===== config.mk =====
export PLATFORM = sky130hd
export DESIGN_NAME = token_bucket_shaper
export DESIGN_NICKNAME = d
export VERILOG_FILES = /design/src/hdl/tbs_pkg.sv /design/src/hdl/tbs_ram.sv /design/src/hdl/token_bucket_shaper.sv
export SDC_FILE = /design/constraint.sdc
export NUM_CORES = 1
export LEC_CHECK = 0
export ABC_CLOCK_PERIOD_IN_PS = 6500
export BUFFER_PORTS_ARGS = -buffer_cell sky130_fd_sc_hd__buf_2
export CORE_MARGIN = 1.5
export CORE_UTILIZATION = 45
export CTS_BUF_LIST = sky130_fd_sc_hd__clkbuf_8
export CTS_CLUSTER_DIAMETER = 50
export CTS_CLUSTER_SIZE = 16
export DETAILED_ROUTE_END_ITERATION = 8
export PLACE_DENSITY_LB_ADDON = 0.2
export SETUP_SLACK_MARGIN = 0.05
export SYNTH_ARGS = -nofsm -noshare
export SYNTH_HDL_FRONTEND = slang
export SYNTH_SLANG_ARGS = --single-unit

===== constraint.sdc =====
create_clock -name clk -period 6.5 [get_ports clk]
set_input_delay 0.65 -clock clk [delete_from_list [all_inputs] [get_ports clk]]
set_output_delay 0.65 -clock clk [all_outputs]
set_load 0.01 [all_outputs]

===== src/hdl/tbs_pkg.sv =====
// Package for the token bucket shaper: field widths, event codes and
// sequencer state encoding. No dependencies.
package tbs_pkg;

  localparam int unsigned ID_W    = 32;
  localparam int unsigned TOKEN_W = 16;
  localparam int unsigned EVENT_W = 3;
  localparam int unsigned LEVEL_W = 5;
  localparam int unsigned ENTRY_W = ID_W + TOKEN_W;

  localparam logic [TOKEN_W-1:0] BUCKET_RESET = 16'd10;

  localparam logic REQ_TICK   = 1'b0;
  localparam logic REQ_PACKET = 1'b1;

  typedef enum logic [EVENT_W-1:0] {
    EV_TOKEN_ADDED   = 3'd0,
    EV_TOKEN_DROPPED = 3'd1,
    EV_TOO_BIG       = 3'd2,
    EV_QUEUED        = 3'd3,
    EV_QUEUE_FULL    = 3'd4,
    EV_PASSED        = 3'd5
  } event_t;

  typedef enum logic [1:0] {
    ST_IDLE = 2'b01,
    ST_EXEC = 2'b10
  } state_t;

endpackage


===== src/hdl/tbs_ram.sv =====
// Generic single-clock RAM: one write port, one read port, registered read.
// No dependencies.
module tbs_ram #(
  parameter int unsigned WIDTH = 48,
  parameter int unsigned DEPTH = 16
) (
  input  logic                     clk,
  input  logic                     we,
  input  logic [$clog2(DEPTH)-1:0] waddr,
  input  logic [WIDTH-1:0]         wdata,
  input  logic [$clog2(DEPTH)-1:0] raddr,
  output logic [WIDTH-1:0]         rdata
);

  logic [WIDTH-1:0] mem [DEPTH];

  always_ff @(posedge clk) begin
    if (we) begin
      mem[waddr] <= wdata;
    end
    rdata <= mem[raddr];
  end

endmodule


===== src/hdl/token_bucket_shaper.sv =====
// Token bucket shaper: each input beat is registered on accept, then evaluated
// against the FIFO head entry read from the wait RAM into the output register.
// A new beat is accepted only in the idle state, so the next beat waits until the
// current one is evaluated; a stalled output register holds the evaluation.
// Synchronous active-high reset clears the bucket, pointers and count and sets
// bucket_size to 10; the wait RAM is not cleared and needs no clearing pass.
module token_bucket_shaper #(
  parameter int unsigned QUEUE_DEPTH = 16
) (
  input  logic                         clk,
  input  logic                         rst,
  // config
  input  logic                         cfg_wen,
  input  logic [tbs_pkg::TOKEN_W-1:0]  cfg_wdata,   // bucket_size
  // input stream
  input  logic                         s_tvalid,
  output logic                         s_tready,
  input  logic [47:0]                  s_tdata,     // packet_id[31:0], tokens_needed[47:32]
  input  logic                         s_tuser,     // req_type
  // output stream
  output logic                         m_tvalid,
  input  logic                         m_tready,
  output logic [55:0]                  m_tdata,     // released_id[31:0], token_level[47:32],
                                                    // queue_level[52:48], zero fill
  output logic [3:0]                   m_tuser      // event_code[2:0], released[3]
);
  import tbs_pkg::*;

  localparam int unsigned PW = $clog2(QUEUE_DEPTH);
  localparam int unsigned CW = $clog2(QUEUE_DEPTH + 1);

  state_t state;

  logic [TOKEN_W-1:0] bucket_size;
  logic [TOKEN_W-1:0] token_total;
  logic [PW-1:0]      head_ptr;
  logic [PW-1:0]      tail_ptr;
  logic [CW-1:0]      wait_count;

  // accepted beat
  logic               item_kind;
  logic [ID_W-1:0]    item_id;
  logic [TOKEN_W-1:0] item_need;

  // output register
  logic               out_valid;
  event_t             out_ev;
  logic               out_rel;
  logic [ID_W-1:0]    out_rid;
  logic [TOKEN_W-1:0] out_tok;
  logic [LEVEL_W-1:0] out_q;

  logic [ENTRY_W-1:0] head_entry;
  logic [ID_W-1:0]    head_id;
  logic [TOKEN_W-1:0] head_need;

  logic               fire;
  logic               push;
  logic               pop;
  logic               q_empty;
  logic               q_full;
  logic [TOKEN_W-1:0] tok_inc;
  logic [TOKEN_W-1:0] token_total_next;
  event_t             ev_next;
  logic               rel_next;
  logic [ID_W-1:0]    rid_next;
  logic [CW-1:0]      wait_count_next;
  logic [CW+LEVEL_W-1:0] level_ext;

  tbs_ram #(
    .WIDTH (ENTRY_W),
    .DEPTH (QUEUE_DEPTH)
  ) u_wait_ram (
    .clk   (clk),
    .we    (push),
    .waddr (tail_ptr),
    .wdata ({item_need, item_id}),
    .raddr (head_ptr),
    .rdata (head_entry)
  );

  assign head_id   = head_entry[ID_W-1:0];
  assign head_need = head_entry[ENTRY_W-1:ID_W];

  assign s_tready = (state == ST_IDLE);
  assign fire     = (state == ST_EXEC) && (!out_valid || m_tready);
  assign q_empty  = (wait_count == '0);
  assign q_full   = (wait_count >= CW'(QUEUE_DEPTH));
  assign tok_inc  = (token_total < bucket_size) ? token_total + 1'b1 : token_total;

  always_comb begin
    token_total_next = token_total;
    ev_next          = EV_TOKEN_ADDED;
    rel_next         = 1'b0;
    rid_next         = '0;
    push             = 1'b0;
    pop              = 1'b0;
    if (item_kind == REQ_TICK) begin
      ev_next          = (token_total < bucket_size) ? EV_TOKEN_ADDED : EV_TOKEN_DROPPED;
      token_total_next = tok_inc;
      if (!q_empty && tok_inc >= head_need) begin
        token_total_next = tok_inc - head_need;
        rel_next         = 1'b1;
        rid_next         = head_id;
        pop              = fire;
      end
    end else begin
      if (item_need > bucket_size) begin
        ev_next = EV_TOO_BIG;
      end else if (q_empty && token_total >= item_need) begin
        token_total_next = token_total - item_need;
        ev_next          = EV_PASSED;
        rel_next         = 1'b1;
        rid_next         = item_id;
      end else if (q_full) begin
        ev_next = EV_QUEUE_FULL;
      end else begin
        ev_next = EV_QUEUED;
        push    = fire;
      end
    end
  end

  always_comb begin
    wait_count_next = wait_count;
    if (push) begin
      wait_count_next = wait_count + 1'b1;
    end else if (pop) begin
      wait_count_next = wait_count - 1'b1;
    end
  end

  // count may be narrower or wider than the 5-bit level field
  assign level_ext = {{LEVEL_W{1'b0}}, wait_count_next};

  always_ff @(posedge clk) begin
    if (rst) begin
      state       <= ST_IDLE;
      bucket_size <= BUCKET_RESET;
      token_total <= '0;
      head_ptr    <= '0;
      tail_ptr    <= '0;
      wait_count  <= '0;
      out_valid   <= 1'b0;
    end else begin
      if (cfg_wen) begin
        bucket_size <= cfg_wdata;
      end
      // a new result replaces the one leaving in the same cycle
      if (fire) begin
        out_valid <= 1'b1;
      end else if (m_tready) begin
        out_valid <= 1'b0;
      end
      case (state)
        ST_IDLE: begin
          if (s_tvalid) begin
            state <= ST_EXEC;
          end
        end
        ST_EXEC: begin
          if (fire) begin
            state       <= ST_IDLE;
            token_total <= token_total_next;
            wait_count  <= wait_count_next;
            if (push) begin
              tail_ptr <= (tail_ptr == PW'(QUEUE_DEPTH - 1)) ? '0 : tail_ptr + 1'b1;
            end
            if (pop) begin
              head_ptr <= (head_ptr == PW'(QUEUE_DEPTH - 1)) ? '0 : head_ptr + 1'b1;
            end
          end
        end
        default: begin
          state <= ST_IDLE;
        end
      endcase
    end
  end

  always_ff @(posedge clk) begin
    if (s_tvalid && s_tready) begin
      item_kind <= s_tuser;
      item_id   <= s_tdata[ID_W-1:0];
      item_need <= s_tdata[ENTRY_W-1:ID_W];
    end
    if (fire) begin
      out_ev  <= ev_next;
      out_rel <= rel_next;
      out_rid <= rid_next;
      out_tok <= token_total_next;
      out_q   <= level_ext[LEVEL_W-1:0];
    end
  end

  assign m_tvalid = out_valid;
  assign m_tdata  = {3'b000, out_q, out_tok, out_rid};
  assign m_tuser  = {out_rel, out_ev};

`ifndef SYNTHESIS
  a_count_bound: assert property (@(posedge clk) disable iff (rst)
    wait_count <= CW'(QUEUE_DEPTH))
    else $error("wait count above queue depth");

  a_ptr_match: assert property (@(posedge clk) disable iff (rst)
    (wait_count == '0 || wait_count == CW'(QUEUE_DEPTH)) |-> head_ptr == tail_ptr)
    else $error("head and tail pointers disagree with count");

  a_stall_hold: assert property (@(posedge clk) disable iff (rst)
    (state == ST_EXEC && out_valid && !m_tready) |=> (state == ST_EXEC && $stable(token_total)))
    else $error("evaluation advanced while output stalled");

  a_pass_releases: assert property (@(posedge clk) disable iff (rst)
    (out_valid && out_ev == EV_PASSED) |-> out_rel)
    else $error("passed packet not marked released");
`endif

endmodule


# Word-level counts from Yosys, hierarchy flattened
# Memory sizes are Yosys's and may differ from the RTL's. A register that Yosys moved wholly into a read port is not among the register bits.
# Cells that the tools add are included.
[totals]
in_bits = 70
output_inout_bits = 62
mem_bits_rw = 768
romBits = 0
mem_count = 1
wordCells = 82
regBits = 154
latch_bits = 0
[classes]
reduce_logical = 13
n_addsub = 7
shifts = 0
bitwise = 0
mux = 35
mul = 0
div = 0
n_eq_ne = 6
order_cmp = 5
[mem_list]
columns = ["name", "depth", "word_bits", "rd", "rd_clocked_by_memory_dff", "write_ports", "line", "text"]
rows = [
  ["u_wait_ram.mem", 16, 48, 1, 1, 1, "tbs_ram.sv:15", "logic [WIDTH-1:0] mem [DEPTH];"],
]
[op_table]
columns = ["op", "count"]
rows = [
  ["$mux 32", 4],
  ["$mux 16", 5],
  ["$ge 16x16->1", 2],
  ["$sub 16x16->16", 2],
  ["$add 16x1->16 const B", 1],
  ["$gt 16x16->1", 1],
  ["$lt 16x16->1", 1],
  ["$mux 1", 15],
  ["$mux 3", 4],
  ["$mux 5", 2],
  ["$add 4x1->4 const B", 2],
  ["$eq 4x4->1 const B", 2],
  ["$mux 4", 2],
  ["$reduce_and 3->1", 2],
  ["$add 5x1->5 const B", 1],
  ["$ge 5x5->1 const B", 1],
  ["$logic_not 5->1", 1],
  ["$sub 5x1->5 const B", 1],
  ["$logic_and 1x1->1", 4],
  ["$mux 2", 2],
  ["$ne 2x2->1 const B", 2],
  ["$pmux 2 s2", 1],
  ["$reduce_and 2->1", 2],
  ["$eq 2x1->1 const B", 1],
  ["4 further kinds", 5],
]

# Logic depth before layout (Yosys ltp)
[logic_depth]
word_depth = 9
ltp_mapped = 20
depth_no_buf = 18

# Modules after synthesis
# Synthesis repeated with hierarchy kept, for this count alone.
[hier_totals]
hier_cells = 2098
area_unflattened_um2 = 38515.7
[by_module_without_submodules]
columns = ["module", "seq_area_each_um2", "instances", "area_per_inst_um2", "cells_each"]
rows = [
  ["tbs_ram", 24023.0, 1, 29691.0, 1242],
  ["token_bucket_shaper", 4144.0, 1, 8824.7, 856],
]

# Least setup slack after synthesis
# OpenSTA, ideal clock, no wires.
[synth_timing]
path_kind = "reg2reg"
start = "register item_need[7]"
end = "memory u_wait_ram.mem[0][0] (enable)"
path_slack_ps = 353
synth_period_minus_slack_ps = 6147
arrival_ps = 5634
required_ps = 5987
stages_incl_launch_ff = 12
n_path_buf = 1
setup_time_ps = 513
path_cell_list = "edfxtp_1 inv_1 ha_1 a21oi_1 o21ai_1 a221oi_2 a311oi_1 and2_4 nor4_4 buf_6 nand2_1 nor3_1"
[synth_between]
elab_chain_cells = 7
elab_cells_between_ends = 8
classes_between = "order compare: 2; mux: 5; reduce/logical: 1"
[synth_rtl]
columns = ["element", "line", "text"]
rows = [
  ["start, declared", "token_bucket_shaper.sv:43", "logic [TOKEN_W-1:0] item_need;"],
  ["start signal, assigned", "token_bucket_shaper.sv:185", "item_need <= s_tdata[ENTRY_W-1:ID_W];"],
  ["$ge 16x16->1", "token_bucket_shaper.sv:110", "end else if (q_empty && token_total >= item_need) begin"],
  ["$logic_and 1x1->1", "token_bucket_shaper.sv:110", ""],
  ["$mux 1", "token_bucket_shaper.sv:110", ""],
  ["$mux 1 (*)", "token_bucket_shaper.sv:108", "if (item_need > bucket_size) begin"],
  ["$mux 1 (*)", "token_bucket_shaper.sv:98", "if (item_kind == REQ_TICK) begin"],
  ["$mux 1 (*)", "tbs_ram.sv:18", "if (we) begin"],
  ["$mux 1 (not written as such) (*)", "tbs_ram.sv:19", "mem[waddr] <= wdata;"],
  ["end, declared", "tbs_ram.sv:15", ""],
]
# Mark *: on every way between the ends. The rest lies on a longest branch, timed or not.

# Worst setup path in the final report
[layout_timing]
start = "register token_total[5]"
end = "register out_rid[8] (data pin)"
[layout_between]
elab_chain_cells = 6
elab_cells_between_ends = 11
classes_between = "add/sub: 1; order compare: 3; mux: 5; reduce/logical: 2"
[layout_rtl]
columns = ["element", "line", "text"]
rows = [
  ["start, declared", "token_bucket_shaper.sv:35", "logic [TOKEN_W-1:0] token_total;"],
  ["start signal, assigned", "token_bucket_shaper.sv:164", "token_total <= token_total_next;"],
  ["$add 16x1->16 / $lt 16x16->1 (equally long branches)", "token_bucket_shaper.sv:89", "assign tok_inc = (token_total < bucket_size) ? token_total + 1'b1 : token_total;"],
  ["$mux 16", "token_bucket_shaper.sv:89", ""],
  ["$ge 16x16->1", "token_bucket_shaper.sv:101", "if (!q_empty && tok_inc >= head_need) begin"],
  ["$logic_and 1x1->1", "token_bucket_shaper.sv:101", ""],
  ["$mux 32", "token_bucket_shaper.sv:101", ""],
  ["$mux 32 (*)", "token_bucket_shaper.sv:98", ""],
  ["via rid_next[8]", "token_bucket_shaper.sv:66", "logic [ID_W-1:0] rid_next;"],
  ["end signal, assigned", "token_bucket_shaper.sv:190", "out_rid <= rid_next;"],
  ["end, declared", "token_bucket_shaper.sv:49", "logic [ID_W-1:0] out_rid;"],
]
# The timed path passes the listed nets; every way through them passes the cells marked *.
# A chain may end at the register's enable or synchronous reset.

==> results_dict.tcl <==
set metrics [dict create \
    layout_common_cells "edfxtp_1 (874), mux4_2 (240), buf_2 (128)" \
    drv_cap 0 \
    cts_tree "done" \
    peakVddDrop_uv 243 \
    holdBufCountCts 24 \
    yosysUniqueCellTypes 84 \
    wl_per_cell_um 26.6 \
    period_minus_slack_ns 5.05 \
    end_kind "register" \
    placementRows 107 \
    finalHoldViolations 0 \
    cp_cell_sequence "ha_1 -> a211oi_1 -> o211ai_1 -> a21oi_1 -> o21ai_2 -> xnor2_1 -> ha_1 -> inv_1 -> fa_1 -> a21o_1 -> a211oi_1 -> o22ai_1 -> nand2_1 -> nand2_2 -> buf_4 -> a22o_1" \
    ys_ff_latch 970 \
    worst_setup_path_start_kind "register" \
    wirelength_mm 91.7 \
    antenna_found_initial 2 \
    fin_crit_sh 0.777 \
    ctsLongestPathBuffers 3 \
    coreArea_mm2 0.0853 \
    cts_resized 0 \
    path_max_fanout 20 \
    max_stage_delay_ns 0.53 \
    overflow 0 \
    syn-cell-area_mm2 0.0387 \
    critical-path-top-delay-family "compound AO/OA/AOI/OAI gates" \
    tightest_slew_ns 1.12 \
    post_cts_buffers 0 \
    grt_max_degree 150 \
    final_area_mm2 0.0438 \
    fin_skew_ns 0.0751 \
    synth_seq_area_share 0.727 \
    fmax_mhz 198 \
    status "finished, final reports clean" \
    fp.dieH_um 296 \
    finalSetupTns_ns 0 \
    place.gp.congestion 0.863 \
    synth_area_per_cell_um2 19.4 \
    vias_per_cell 5.77 \
    p_per_area_mw_per_mm2 273 \
    first_pass_iters 5 \
    num_io_pins 132 \
    ys_warn_count 0 \
    worstPathRequired_ns 6.99 \
    clock_sinks 970 \
    final_common_cell "edfxtp_1" \
    utilization 0.513 \
    final_antenna_net_count 0 \
    p_sw_mw 2.57 \
    rsz0062_at_grt "false" \
    critPathArrivalTime_ns 5.53 \
    clock_power_share 0.400 \
    hold_class "primary input to register" \
    syn_to_final_growth_pct 13.0 \
    nNetsFinal 2349 \
    grt.total_usage 0.212 \
    numCtsBuffers 103 \
    clkTransAtPathRegs_ns 0.09 \
    finalWorstSetupSlack_ns 1.45 \
    htreeDepth 3 \
    async_flop_share 0 \
    critPathSlowestCell "dfxtp_1" \
    route.detailed.drc 0 \
    dpl_cell_area_mm2 0.0409 \
    fp.dieW_um 296 \
    drive_above_1_share 0.280 \
    initial_core_util 0.454 \
    pwr-share-comb 0.021 \
    synth_edf_count 874 \
    relSlewSlack 0.251 \
    grt_pass1_wl_mm 134 \
    drt_iter0_drc 1596 \
    p_sw_frac 0.215 \
    die_area_mm2 0.0878 \
    finalSetupViolCount 0 \
    path_class "register to register" \
    dp_hpwl_mm 50.1 \
    dr_total_vias 19866 \
    io_buffers 128 \
    grt_pass1_vias 20260 \
    cts-root-buf "clkbuf_8" \
    synth_ff_type "edfxtp_1" \
    insertion_delay_ns 0.76 \
    seq_power_share 0.579 \
    pre_cts_slack_ns 1.48 \
    worst-path-buf-inv 2 \
    p_leak_nw 14.4 \
    p_int_mw 9.39 \
    postSynthCellCount 2001 \
    slew_violations 0 \
]
==> worst reg2reg max path: stages (launching register included) <==
cell      delay [ns]
dfxtp_1         0.53
ha_1            0.32
a211oi_1        0.22
o211ai_1        0.13
a21oi_1         0.40
o21ai_2         0.29
xnor2_1         0.28
ha_1            0.20
inv_1           0.06
fa_1            0.42
a21o_1          0.19
a211oi_1        0.33
o22ai_1         0.16
nand2_1         0.16
nand2_2         0.43
buf_4           0.44
a22o_1          0.29
==> metal layers <==
| layer | part of all wire | wire, um | global-route usage |
|---|---|---|---|
| met1 | 0.43 | 39300 | 0.296 |
| met2 | 0.50 | 45900 | 0.355 |
| met3 | 0.052 | 4730 | 0.0274 |
| met4 | 0.019 | 1750 | 0.0543 |
| met5 | 0 | 0 | 0 |
==> cell families (layout without fill, tap and decap cells) <==
logic type / Yosys count / in the layout / share of synthesized area
flops: 970 / 970 / 0.727
mux: 269 / 269 / 0.147
simple gates: 251 / 251 / 0.0330
compound gates: 238 / 238 / 0.0433
buf+inv: 162 / 455 / 0.0168
fa+ha+maj: 73 / 73 / 0.0240
xor+xnor: 37 / 37 / 0.00837
other cells: 1 / 4 / 0.0000968
==> registers in the layout (all words and copies together), names as in the netlist <==
signal            flops
u_wait_ram.mem      768
u_wait_ram.rdata     48
item_id              32
out_rid              32
bucket_size          16
item_need            16
out_tok              16
token_total          16
out_q                 5
wait_count            5
head_ptr              4
tail_ptr              4
out_ev                3
state                 2
item_kind             1
m_tvalid              1
out_rel               1
==> stage by stage <==
stage                     power (mW)  std cells  hold WS, ns
after global placement          7.30       3221        0.478
after floorplan                 7.18       2003        0.460
after CTS                       12.1       3440      0.00269
after detailed placement        7.31       3221        0.484
after global routing            12.4       3441       0.0334
final                           12.0       3441       0.0881
==> Yosys cell counts (3+ instances only) <==
library cell	count	share of area
or2_2	7	0.0011
xnor2_1	20	0.0045
or3_1	3	0.00048
buf_4	4	0.00078
nand3_1	17	0.0022
o21bai_1	5	0.00097
mux2_2	6	0.0017
o211ai_1	16	0.0031
o21ai_0	30	0.0039
buf_1	22	0.0021
a21o_1	12	0.0023
xor2_1	17	0.0038
and2_1	4	0.00065
a22o_1	33	0.0075
o21a_1	5	0.00097
nor2_1	77	0.0075
o32ai_1	3	0.00068
and3_1	13	0.0021
nor2b_1	12	0.0019
o31ai_1	10	0.0019
nor3_1	17	0.0022
nand4_1	16	0.0026
ha_1	71	0.023
clkbuf_1	55	0.0053
a21boi_0	3	0.00058
a31oi_1	12	0.0019
inv_1	69	0.0067
a21oi_1	58	0.0075
a211oi_1	11	0.0021
mux4_2	240	0.14
nor4_1	3	0.00048
edfxtp_1	874	0.68
buf_2	10	0.0013
mux2i_1	22	0.0057
dfxtp_1	96	0.050
nand2b_1	13	0.0021
and4_1	3	0.00068
a22oi_1	3	0.00058
o2111ai_1	4	0.00090
nand2_1	51	0.0049
==> worst paths after layout <==
check / startpoint / endpoint / slack [ns] / depth (start not counted)
max reg2reg: token_total[5] / out_rid[8] / 1.45 / 16
min: s_tdata[46] / item_need[14] / 0.09 / 1
min reg2reg: bucket_size[14] / bucket_size[14] / 0.50 / 2
max: token_total[5] / out_rid[8] / 1.45 / 16
==> final cells by class <==
type / instances / area, um2
diodes: 1 / 2.50
clock buffers: 107 / 1470
clock inverters: 88 / 1110
fillers: 6878 / 41500
inverters: 69 / 260
multi-input cells: 871 / 10000
flip-flops and latches: 970 / 28200
well taps: 1144 / 1430
repair buffers: 191 / 1260
==> power groups by stage <==
stage                     combinational [mW]  clock, mW  sequential, mW
after floorplan                        0.148          0            7.03
after global placement                 0.238          0            7.06
after detailed placement               0.240          0            7.07
after CTS                              0.253       4.92            6.93
after global routing                   0.276       5.14            6.94
final                                  0.251       4.79            6.93
No activity file was read; power rests on OpenSTA's default activity.
